`config.mk`:
```
export PLATFORM = sky130hd
export DESIGN_NAME = hid_key_to_bios_word_ring
export DESIGN_NICKNAME = d
export VERILOG_FILES = /design/src/rtl/core/hkbw_pkg.sv /design/src/rtl/core/hkbw_ram.sv /design/src/rtl/core/hkbw_ctrl.sv /design/src/rtl/core/hkbw_dp.sv /design/src/rtl/core/hid_key_to_bios_word_ring.sv
export SDC_FILE = /design/constraint.sdc
export NUM_CORES = 1
export LEC_CHECK = 0
export CAP_MARGIN = 10
export CORE_UTILIZATION = 55
export DETAILED_ROUTE_END_ITERATION = 12
export DONT_BUFFER_PORTS = 1
export PLACE_DENSITY_LB_ADDON = 0.05
export SKIP_CTS_REPAIR_TIMING = 1
export SYNTH_ARGS = -nofsm -noshare
export SYNTH_HDL_FRONTEND = slang
export SYNTH_SLANG_ARGS = --single-unit
export TNS_END_PERCENT = 20
```
`constraint.sdc`:
```
create_clock -name clk_i -period 6.75 [get_ports clk_i]
set_input_delay 1.6875 -clock clk_i [delete_from_list [all_inputs] [get_ports clk_i]]
set_output_delay 1.6875 -clock clk_i [all_outputs]
set_load 0.01 [all_outputs]
```
`src/rtl/core/hkbw_pkg.sv`:
```
// hkbw_pkg: shared types, constants and the key lookup table of the
// hid_key_to_bios_word_ring block. No dependencies.

package hkbw_pkg;

  localparam int unsigned RING_DEPTH = 32;
  localparam int unsigned PTR_W      = $clog2(RING_DEPTH);
  localparam int unsigned WORD_W     = 16;
  localparam int unsigned FILL_W     = 5;

  localparam logic [7:0] USAGE_RETURN = 8'h28;
  localparam logic [7:0] CHAR_LOWER_A = 8'h61;
  localparam logic [7:0] CHAR_LOWER_Z = 8'h7A;
  localparam logic [7:0] CTRL_OFFSET  = 8'h60;

  typedef enum logic [1:0] {
    OP_KEY   = 2'd0,
    OP_READ  = 2'd1,
    OP_CLEAR = 2'd2,
    OP_NOP   = 2'd3
  } op_e;

  typedef enum logic [2:0] {
    ST_QUEUED     = 3'd0,
    ST_IGNORED    = 3'd1,
    ST_DROPPED    = 3'd2,
    ST_READ_OK    = 3'd3,
    ST_READ_EMPTY = 3'd4
  } status_e;

  typedef struct packed {
    logic [7:0] scan;
    logic [7:0] plain;
    logic [7:0] shifted;
  } key_entry_t;

  typedef struct packed {
    logic capture;
    logic execute;
    logic load;
  } hkbw_cmd_t;

  typedef struct packed {
    logic out_free;
  } hkbw_sts_t;

  // usage code to set-1 make code and ascii; scan of zero means unmapped
  function automatic key_entry_t key_lookup(input logic [7:0] usage);
    key_entry_t e;
    e = '0;
    unique case (usage)
      8'h04: e = '{8'h1E, 8'h61, 8'h41};
      8'h05: e = '{8'h30, 8'h62, 8'h42};
      8'h06: e = '{8'h2E, 8'h63, 8'h43};
      8'h07: e = '{8'h20, 8'h64, 8'h44};
      8'h08: e = '{8'h12, 8'h65, 8'h45};
      8'h09: e = '{8'h21, 8'h66, 8'h46};
      8'h0A: e = '{8'h22, 8'h67, 8'h47};
      8'h0B: e = '{8'h23, 8'h68, 8'h48};
      8'h0C: e = '{8'h17, 8'h69, 8'h49};
      8'h0D: e = '{8'h24, 8'h6A, 8'h4A};
      8'h0E: e = '{8'h25, 8'h6B, 8'h4B};
      8'h0F: e = '{8'h26, 8'h6C, 8'h4C};
      8'h10: e = '{8'h32, 8'h6D, 8'h4D};
      8'h11: e = '{8'h31, 8'h6E, 8'h4E};
      8'h12: e = '{8'h18, 8'h6F, 8'h4F};
      8'h13: e = '{8'h19, 8'h70, 8'h50};
      8'h14: e = '{8'h10, 8'h71, 8'h51};
      8'h15: e = '{8'h13, 8'h72, 8'h52};
      8'h16: e = '{8'h1F, 8'h73, 8'h53};
      8'h17: e = '{8'h14, 8'h74, 8'h54};
      8'h18: e = '{8'h16, 8'h75, 8'h55};
      8'h19: e = '{8'h2F, 8'h76, 8'h56};
      8'h1A: e = '{8'h11, 8'h77, 8'h57};
      8'h1B: e = '{8'h2D, 8'h78, 8'h58};
      8'h1C: e = '{8'h15, 8'h79, 8'h59};
      8'h1D: e = '{8'h2C, 8'h7A, 8'h5A};
      8'h1E: e = '{8'h02, 8'h31, 8'h21};
      8'h1F: e = '{8'h03, 8'h32, 8'h40};
      8'h20: e = '{8'h04, 8'h33, 8'h23};
      8'h21: e = '{8'h05, 8'h34, 8'h24};
      8'h22: e = '{8'h06, 8'h35, 8'h25};
      8'h23: e = '{8'h07, 8'h36, 8'h5E};
      8'h24: e = '{8'h08, 8'h37, 8'h26};
      8'h25: e = '{8'h09, 8'h38, 8'h2A};
      8'h26: e = '{8'h0A, 8'h39, 8'h28};
      8'h27: e = '{8'h0B, 8'h30, 8'h29};
      8'h28: e = '{8'h1C, 8'h0D, 8'h0D};
      8'h29: e = '{8'h01, 8'h1B, 8'h1B};
      8'h2A: e = '{8'h0E, 8'h08, 8'h08};
      8'h2B: e = '{8'h0F, 8'h09, 8'h09};
      8'h2C: e = '{8'h39, 8'h20, 8'h20};
      8'h2D: e = '{8'h0C, 8'h2D, 8'h5F};
      8'h2E: e = '{8'h0D, 8'h3D, 8'h2B};
      8'h2F: e = '{8'h1A, 8'h5B, 8'h7B};
      8'h30: e = '{8'h1B, 8'h5D, 8'h7D};
      8'h31: e = '{8'h2B, 8'h5C, 8'h7C};
      8'h33: e = '{8'h27, 8'h3B, 8'h3A};
      8'h34: e = '{8'h28, 8'h27, 8'h22};
      8'h35: e = '{8'h29, 8'h60, 8'h7E};
      8'h36: e = '{8'h33, 8'h2C, 8'h3C};
      8'h37: e = '{8'h34, 8'h2E, 8'h3E};
      8'h38: e = '{8'h35, 8'h2F, 8'h3F};
      8'h3A: e = '{8'h3B, 8'h00, 8'h00};
      8'h3B: e = '{8'h3C, 8'h00, 8'h00};
      8'h3C: e = '{8'h3D, 8'h00, 8'h00};
      8'h3D: e = '{8'h3E, 8'h00, 8'h00};
      8'h3E: e = '{8'h3F, 8'h00, 8'h00};
      8'h3F: e = '{8'h40, 8'h00, 8'h00};
      8'h40: e = '{8'h41, 8'h00, 8'h00};
      8'h41: e = '{8'h42, 8'h00, 8'h00};
      8'h42: e = '{8'h43, 8'h00, 8'h00};
      8'h43: e = '{8'h44, 8'h00, 8'h00};
      default: e = '0;
    endcase
    return e;
  endfunction

endpackage

```
`src/rtl/core/hkbw_ram.sv`:
```
// hkbw_ram: generic single write port, single read port ram with registered
// read data. No dependencies.

module hkbw_ram #(
  parameter int unsigned WIDTH = 16,
  parameter int unsigned DEPTH = 32
) (
  input  logic                     clk_i,
  input  logic                     we_i,
  input  logic [$clog2(DEPTH)-1:0] waddr_i,
  input  logic [WIDTH-1:0]         wdata_i,
  input  logic                     re_i,
  input  logic [$clog2(DEPTH)-1:0] raddr_i,
  output logic [WIDTH-1:0]         rdata_o
);

  logic [WIDTH-1:0] mem_q [DEPTH];
  logic [WIDTH-1:0] rdata_q;

  always_ff @(posedge clk_i) begin
    if (we_i) begin
      mem_q[waddr_i] <= wdata_i;
    end
    if (re_i) begin
      rdata_q <= mem_q[raddr_i];
    end
  end

  assign rdata_o = rdata_q;

endmodule

```
`src/rtl/core/hkbw_ctrl.sv`:
```
// hkbw_ctrl: sequencing state machine of the key word ring.
// Depends on hkbw_pkg.

module hkbw_ctrl (
  input  logic                clk_i,
  input  logic                rst_ni,
  input  logic                in_valid_i,
  output logic                in_ready_o,
  output hkbw_pkg::hkbw_cmd_t cmd_o,
  input  hkbw_pkg::hkbw_sts_t sts_i
);

  typedef enum logic [1:0] {
    S_IDLE,
    S_EXEC,
    S_LOAD
  } state_e;

  state_e state_q;
  logic   ready_q;

  always_ff @(posedge clk_i or negedge rst_ni) begin
    if (!rst_ni) begin
      state_q <= S_IDLE;
      ready_q <= 1'b1;
    end else begin
      unique case (state_q)
        S_IDLE: begin
          if (in_valid_i && ready_q) begin
            state_q <= S_EXEC;
            ready_q <= 1'b0;
          end
        end
        S_EXEC: begin
          state_q <= S_LOAD;
        end
        S_LOAD: begin
          if (sts_i.out_free) begin
            state_q <= S_IDLE;
            ready_q <= 1'b1;
          end
        end
        default: begin
          state_q <= S_IDLE;
          ready_q <= 1'b1;
        end
      endcase
    end
  end

  assign in_ready_o    = ready_q;
  assign cmd_o.capture = in_valid_i && ready_q;
  assign cmd_o.execute = (state_q == S_EXEC);
  assign cmd_o.load    = (state_q == S_LOAD) && sts_i.out_free;

  a_ready_idle : assert property (@(posedge clk_i) disable iff (!rst_ni)
    ready_q |-> state_q == S_IDLE)
    else $error("ready outside idle");

  a_load_free : assert property (@(posedge clk_i) disable iff (!rst_ni)
    cmd_o.load |-> sts_i.out_free)
    else $error("load into occupied output register");

  a_exec_then_load : assert property (@(posedge clk_i) disable iff (!rst_ni)
    cmd_o.execute |=> state_q == S_LOAD)
    else $error("execute not followed by load");

endmodule

```
`src/rtl/core/hkbw_dp.sv`:
```
// hkbw_dp: key translation, ring indices, word ram and output register.
// Depends on hkbw_pkg and hkbw_ram.

module hkbw_dp (
  input  logic                clk_i,
  input  logic                rst_ni,
  input  hkbw_pkg::hkbw_cmd_t cmd_i,
  output hkbw_pkg::hkbw_sts_t sts_o,
  input  logic [1:0]          op_i,
  input  logic [7:0]          usage_i,
  input  logic                shift_held_i,
  input  logic                ctrl_held_i,
  input  logic                alt_held_i,
  output logic                out_valid_o,
  input  logic                out_ready_i,
  output logic [15:0]         key_word_o,
  output logic [2:0]          status_o,
  output logic [4:0]          fill_count_o
);

  localparam int unsigned PW = hkbw_pkg::PTR_W;
  localparam logic [PW-1:0] LAST_IDX = PW'(hkbw_pkg::RING_DEPTH - 1);

  hkbw_pkg::op_e     op_q;
  logic [7:0]        usage_q;
  logic              shift_q, ctrl_q, alt_q;
  logic [PW-1:0]     rd_q, rd_d, wr_q, wr_d, rd_next, wr_next, fill_d, fill_q;
  logic [PW:0]       diff;
  hkbw_pkg::status_e status_d, status_q;
  logic              read_ok_d, read_ok_q;
  logic              ram_we;
  logic [15:0]       ram_rdata, word_d;
  hkbw_pkg::key_entry_t entry;
  logic              mapped;
  logic [7:0]        low_byte;
  logic              out_valid_q;
  logic [15:0]       out_word_q;
  hkbw_pkg::status_e out_status_q;
  logic [PW-1:0]     out_fill_q;

  // translation of the captured key
  always_comb begin
    entry  = hkbw_pkg::key_lookup(usage_q);
    mapped = (entry.scan != 8'h00) && !((usage_q == hkbw_pkg::USAGE_RETURN) && alt_q);
    if (alt_q) begin
      low_byte = 8'h00;
    end else if (ctrl_q && (entry.plain >= hkbw_pkg::CHAR_LOWER_A)
                 && (entry.plain <= hkbw_pkg::CHAR_LOWER_Z)) begin
      low_byte = entry.plain - hkbw_pkg::CTRL_OFFSET;
    end else begin
      low_byte = shift_q ? entry.shifted : entry.plain;
    end
    word_d = {entry.scan, low_byte};
  end

  assign rd_next = (rd_q == LAST_IDX) ? '0 : rd_q + PW'(1);
  assign wr_next = (wr_q == LAST_IDX) ? '0 : wr_q + PW'(1);

  always_comb begin
    rd_d      = rd_q;
    wr_d      = wr_q;
    status_d  = hkbw_pkg::ST_IGNORED;
    read_ok_d = 1'b0;
    ram_we    = 1'b0;
    unique case (op_q)
      hkbw_pkg::OP_KEY: begin
        if (!mapped) begin
          status_d = hkbw_pkg::ST_IGNORED;
        end else if (wr_next == rd_q) begin
          status_d = hkbw_pkg::ST_DROPPED;
        end else begin
          status_d = hkbw_pkg::ST_QUEUED;
          ram_we   = cmd_i.execute;
          wr_d     = wr_next;
        end
      end
      hkbw_pkg::OP_READ: begin
        if (rd_q == wr_q) begin
          status_d = hkbw_pkg::ST_READ_EMPTY;
        end else begin
          status_d  = hkbw_pkg::ST_READ_OK;
          read_ok_d = 1'b1;
          rd_d      = rd_next;
        end
      end
      hkbw_pkg::OP_CLEAR: begin
        status_d = hkbw_pkg::ST_QUEUED;
        rd_d     = '0;
        wr_d     = '0;
      end
      hkbw_pkg::OP_NOP: begin
        status_d = hkbw_pkg::ST_IGNORED;
      end
      default: begin
        status_d = hkbw_pkg::ST_IGNORED;
      end
    endcase
    if (wr_d >= rd_d) begin
      diff = {1'b0, wr_d} - {1'b0, rd_d};
    end else begin
      diff = {1'b0, wr_d} + (PW+1)'(hkbw_pkg::RING_DEPTH) - {1'b0, rd_d};
    end
    fill_d = PW'(diff);
  end

  hkbw_ram #(
    .WIDTH(hkbw_pkg::WORD_W),
    .DEPTH(hkbw_pkg::RING_DEPTH)
  ) u_ram (
    .clk_i  (clk_i),
    .we_i   (ram_we),
    .waddr_i(wr_q),
    .wdata_i(word_d),
    .re_i   (cmd_i.execute),
    .raddr_i(rd_q),
    .rdata_o(ram_rdata)
  );

  always_ff @(posedge clk_i) begin
    if (cmd_i.capture) begin
      op_q    <= hkbw_pkg::op_e'(op_i);
      usage_q <= usage_i;
      shift_q <= shift_held_i;
      ctrl_q  <= ctrl_held_i;
      alt_q   <= alt_held_i;
    end
    if (cmd_i.execute) begin
      status_q  <= status_d;
      fill_q    <= fill_d;
      read_ok_q <= read_ok_d;
    end
    if (cmd_i.load) begin
      out_word_q   <= read_ok_q ? ram_rdata : '0;
      out_status_q <= status_q;
      out_fill_q   <= fill_q;
    end
  end

  always_ff @(posedge clk_i or negedge rst_ni) begin
    if (!rst_ni) begin
      rd_q        <= '0;
      wr_q        <= '0;
      out_valid_q <= 1'b0;
    end else begin
      if (cmd_i.execute) begin
        rd_q <= rd_d;
        wr_q <= wr_d;
      end
      if (cmd_i.load) begin
        out_valid_q <= 1'b1;
      end else if (out_ready_i) begin
        out_valid_q <= 1'b0;
      end
    end
  end

  assign sts_o.out_free = !out_valid_q || out_ready_i;
  assign out_valid_o    = out_valid_q;
  assign key_word_o     = out_word_q;
  assign status_o       = out_status_q;
  assign fill_count_o   = 5'(out_fill_q);

  a_rd_range : assert property (@(posedge clk_i) disable iff (!rst_ni)
    rd_q <= LAST_IDX)
    else $error("read index out of range");

  a_wr_range : assert property (@(posedge clk_i) disable iff (!rst_ni)
    wr_q <= LAST_IDX)
    else $error("write index out of range");

  a_word_zero : assert property (@(posedge clk_i) disable iff (!rst_ni)
    out_valid_q && (out_status_q != hkbw_pkg::ST_READ_OK) |-> out_word_q == '0)
    else $error("key word set outside a successful read");

endmodule

```
`src/rtl/core/hid_key_to_bios_word_ring.sv`:
```
// hid_key_to_bios_word_ring: usb hid key events to pc bios key words in a ring.
// Each event passes through the capture, execute (with ram access) and load steps in order;
// a new event is taken only after the last result is loaded, and load waits for a free output register.
// The ram read data is registered, which sets the load step after execute.
// Reset: asynchronous, active low; clears ring indices and output valid.
// Depends on hkbw_pkg, hkbw_ctrl, hkbw_dp and hkbw_ram.

module hid_key_to_bios_word_ring (
  input  logic        clk_i,
  input  logic        rst_ni,
  input  logic        s_axis_tvalid,
  output logic        s_axis_tready,
  input  logic [15:0] s_axis_tdata,  // usage[7:0], shift_held[8], ctrl_held[9],
                                     // alt_held[10], zero[15:11]
  input  logic [1:0]  s_axis_tuser,  // op[1:0]
  output logic        m_axis_tvalid,
  input  logic        m_axis_tready,
  output logic [23:0] m_axis_tdata,  // key_word[15:0], fill_count[20:16], zero[23:21]
  output logic [2:0]  m_axis_tuser   // status[2:0]
);

  hkbw_pkg::hkbw_cmd_t cmd;
  hkbw_pkg::hkbw_sts_t sts;
  logic [15:0]         key_word;
  logic [4:0]          fill_count;

  hkbw_ctrl u_ctrl (
    .clk_i     (clk_i),
    .rst_ni    (rst_ni),
    .in_valid_i(s_axis_tvalid),
    .in_ready_o(s_axis_tready),
    .cmd_o     (cmd),
    .sts_i     (sts)
  );

  hkbw_dp u_dp (
    .clk_i       (clk_i),
    .rst_ni      (rst_ni),
    .cmd_i       (cmd),
    .sts_o       (sts),
    .op_i        (s_axis_tuser),
    .usage_i     (s_axis_tdata[7:0]),
    .shift_held_i(s_axis_tdata[8]),
    .ctrl_held_i (s_axis_tdata[9]),
    .alt_held_i  (s_axis_tdata[10]),
    .out_valid_o (m_axis_tvalid),
    .out_ready_i (m_axis_tready),
    .key_word_o  (key_word),
    .status_o    (m_axis_tuser),
    .fill_count_o(fill_count)
  );

  assign m_axis_tdata = {3'b000, fill_count, key_word};

endmodule

```
==> results.yml <==
outcome:
  outcome: "finished clean"
cells_and_area:
  area_growth_pct: 11.43
  drive_gt1_share_pct: 25.47
  nNetsFinal: 1393
  final.fill_count: 3130
  final_cells: 1967
  antenna_cells: 0
worst_setup_path:
  cp_top_family: "simple AND/OR/NAND/NOR gates"
  start_kind: "flop"
  reg2reg_slack_ns: 1.84
  crit_required_ns: 6.96
  critPathMostFrequentCell: "ha_1"
  crit_path_end_kind: "flop"
  cp.arrival_ns: 5.12
  setup.worst_path.start: "u_dp.wr_q[0]"
  crit_slowest_cell: "nor2_2"
  r2r_start: "u_dp.wr_q[0]"
  cpPeakStageDelay_ns: 1.13
  worst-path-max-fanout: 15
  path_buf_inv: 0
  reg2reg_to: "u_dp.u_ram.mem_q[19][9]"
  r2r_cells: 9
  path_class: "reg -> reg"
  crit_chain: "ha_1 -> and3_1 -> ha_1 -> nor2b_1 -> mux2i_1 -> xor2_1 -> a21oi_1 -> nand3_1 -> nor2_2"
logic_synthesis:
  synthCells: 1302
  synth.distinct_cells: 77
  ys_ff_latch: 575
  synth_area_per_cell_um2: 18.38
  synth_edf_count: 540
  ys_seq_area_share_pct: 70.97
  yosysWarnings: 0
  syn_area_um2: 23940
  async_flop_share_pct: 2.435
  ys.flop_type: "edfxtp_1"
clock_tree:
  cts_made_buffers: 57
  path_clk_slew_ns: 0.06
  cts.root.buffer_cell: "clkbuf_16"
  clock_sinks: 575
  worstSkewPairLatency_ns: 0.62
  cts.path.max_buffers: 3
  cts_tree: "done"
  htree_num_levels: 2
die:
  die-height_um: 210.6
  start_util_pct: 55.69
  die_x_um: 210.6
  dieArea_um2: 44360
  io_pins: 51
  rows: 76
  core_um2: 42980
power:
  p_int_w: 0.005778
  power_leakage_nw: 8.514
  clkPwrFrac_pct: 42.1
  power_switching_w: 0.001457
  irDropWorstVdd_v: 0.0002057
  share_seq_of_total_power_pct: 53.5
  p_sw_share_pct: 20.14
  power.density_nw_per_um2: 271.3
  comb_power_share_pct: 4.4
detailed_routing:
  antenna_left: 0
  routed_wl_mm: 53.05
  vias: 12276
  drt_pass1_iterations: 5
  vias_per_cell: 6.241
  drc_errors: 0
  drt_iter0_markers: 1211
  wl_per_cell_um: 26.97
placement:
  gp_congestion: 0.9329
  io_buffers: 0
  post-place-cells: 1857
  dp_hpwl_mm: 30.04
sta:
  finalCriticalPeriod_ns: 4.911
  hold_violations: 0
  tightest_slew_ns: 1.238
  rsz0062_at_grt: "no"
  drv_slew: 0
  fmax_ghz: 0.2036
  skew_ns: 0.02678
  max_slew_margin_pct: 17.36
  setup_viol: 0
  post-route-period-util_pct: 72.75
  fin_setup_tns_ns: 0
global_route:
  antenna_found_initial: 0
  grt_start_max_net_pins: 102
  grt_pass1_wl_mm: 79.47
  overflow: 0
  grt_pass1_vias: 12291
  track_usage_pct: 24.85
min_path:
  hp-class: "reg -> reg"
  min_to: "u_dp.status_o[0]"
  worstHoldPathCells: 0
  hold_path_startpoint: "u_dp.status_q[0]"
run:
  maxCapViolCount: 0
power groups by stage:
stage / Combinational [W] / Sequential [W] / Clock [W]
detailed placement: 0.000321 / 0.00395 / 0
floorplan: 0.000281 / 0.00393 / 0
global placement: 0.000319 / 0.00395 / 0
finish: 0.000317 / 0.00387 / 0.00304
CTS: 0.000323 / 0.00387 / 0.00310
global route: 0.000345 / 0.00387 / 0.00324
logic make-up (layout without fill, tap and decap cells):
family                     Yosys count  in the layout  synth area share [%]
and+or+nand+nor                    247            247                 4.924
xor gates and xnor gates            15             15                0.5489
buffers and inverters               94            171                 1.657
DFF                                575            575                 70.97
muxes                              186            186                 15.79
other                                1              4               0.01567
adders and majority gates           33             33                 1.756
AOI/OAI and AO/OA                  151            151                 4.334
worst reg2reg max path, cell delays in order, from the launching register on:
cell     delay [ns]
dfrtp_1        0.52
ha_1           0.30
and3_1         0.18
ha_1           0.32
nor2b_1        0.09
mux2i_1        0.30
xor2_1         0.18
a21oi_1        0.86
nand3_1        0.63
nor2_2         1.13
cell usage in the layout (no fill, tap or decap), types with 6 or more instances in the layout:
master	synthesis	layout
and2_1	19	19
and3_1	7	7
clkbuf_16	0	57
a22o_1	7	7
a21oi_1	33	33
nand3_1	30	30
nor2_1	70	48
mux2_2	19	19
clkbuf_1	49	14
xor2_1	7	7
clkinv_2	0	11
mux4_2	151	151
dfxtp_1	21	21
o21ai_0	35	35
nor2b_2	0	8
ha_1	32	32
nor2_2	0	22
nor3_1	17	16
buf_4	6	43
clkinv_1	1	11
mux2i_1	15	15
nand2_1	63	63
a31oi_1	6	6
inv_1	15	15
edfxtp_1	540	540
dfrtp_1	13	9
buf_8	0	6
xnor2_1	8	8
state kept, by name, summed over array words and instances, names as in the netlist, named ones only:
name and flops:
u_ctrl.in_ready_o 1, u_ctrl.state_q 2, u_dp.alt_q 1, u_dp.ctrl_q 1, u_dp.fill_count_o 5, u_dp.fill_q 5, u_dp.key_word_o 15, u_dp.op_q 2
u_dp.out_valid_o 1, u_dp.rd_q 5, u_dp.read_ok_q 1, u_dp.shift_q 1, u_dp.status_o 3, u_dp.status_q 3, u_dp.u_ram.mem_q 480, u_dp.u_ram.rdata_o 15
u_dp.usage_q 8, u_dp.wr_q 5
metal layers:
metal / vias up / wire length, um / share of wire (%) / track usage, %
met1: 6410 / 23110 / 44 / 36.79
li1: 5328 / - / - / -
met2: 454 / 25370 / 48 / 38.85
met5: - / 0 / 0 / 0
met3: 84 / 3611 / 6.8 / 4.564
met4: 0 / 955 / 1.8 / 5.747
how the worst max path moves through the flow:
stage,endpoint,slack (ns),cells past startpoint
after CTS,u_dp.u_ram.mem_q[19][2],1.82,9
final,u_dp.u_ram.mem_q[19][9],1.84,9
after floorplan,flop,2.71,9
after detailed placement,u_dp.u_ram.mem_q[19][2],1.83,9
after global placement,u_dp.u_ram.mem_q[19][9],1.95,9
after global routing,u_dp.u_ram.mem_q[24][4],1.46,9
cell type report:
class | instances | area (um^2) | area share, %
clock inverter | 31 | 300.3 | 1.126
multi-input combinational | 636 | 6648 | 24.92
tap | 585 | 732.0 | 2.744
clock buffer | 72 | 1493 | 5.597
timing repair buffer | 50 | 432.9 | 1.623
sequential | 575 | 17000 | 63.73
inverter | 18 | 67.56 | 0.2533
cells in the mapped netlist (15+ instances only):
cell type,count,area [um^2]
nor2_1,70,262.8
nand2_1,63,236.5
and2_1,19,118.9
mux2_2,19,214.0
nor3_1,17,85.08
clkbuf_1,49,183.9
inv_1,15,56.30
mux2i_1,15,150.1
nand3_1,30,150.1
dfxtp_1,21,420.4
a21oi_1,33,165.2
o21ai_0,35,175.2
ha_1,32,400.4
mux4_2,151,3401
edfxtp_1,540,16220
metrics by stage:
| step | cell area [um^2] | hold slack (ns) | setup WS [ns] | total power [W] | utilization (%) |
|---|---|---|---|---|---|
| floorplan | 23950 | 0.4003 | 2.709 | 0.004212 | - |
| global placement | 24780 | 0.4014 | 1.951 | 0.004269 | 57.65 |
| detailed placement | 24780 | 0.4054 | 1.833 | 0.004271 | 57.65 |
| CTS | 26570 | 0.4132 | 1.820 | 0.007297 | 61.82 |
| global route | 26670 | 0.4292 | 1.457 | 0.007462 | 62.05 |
| finish | 26670 | 0.4109 | 1.839 | 0.007235 | 62.05 |
No activity file was read; power rests on OpenSTA's default activity.
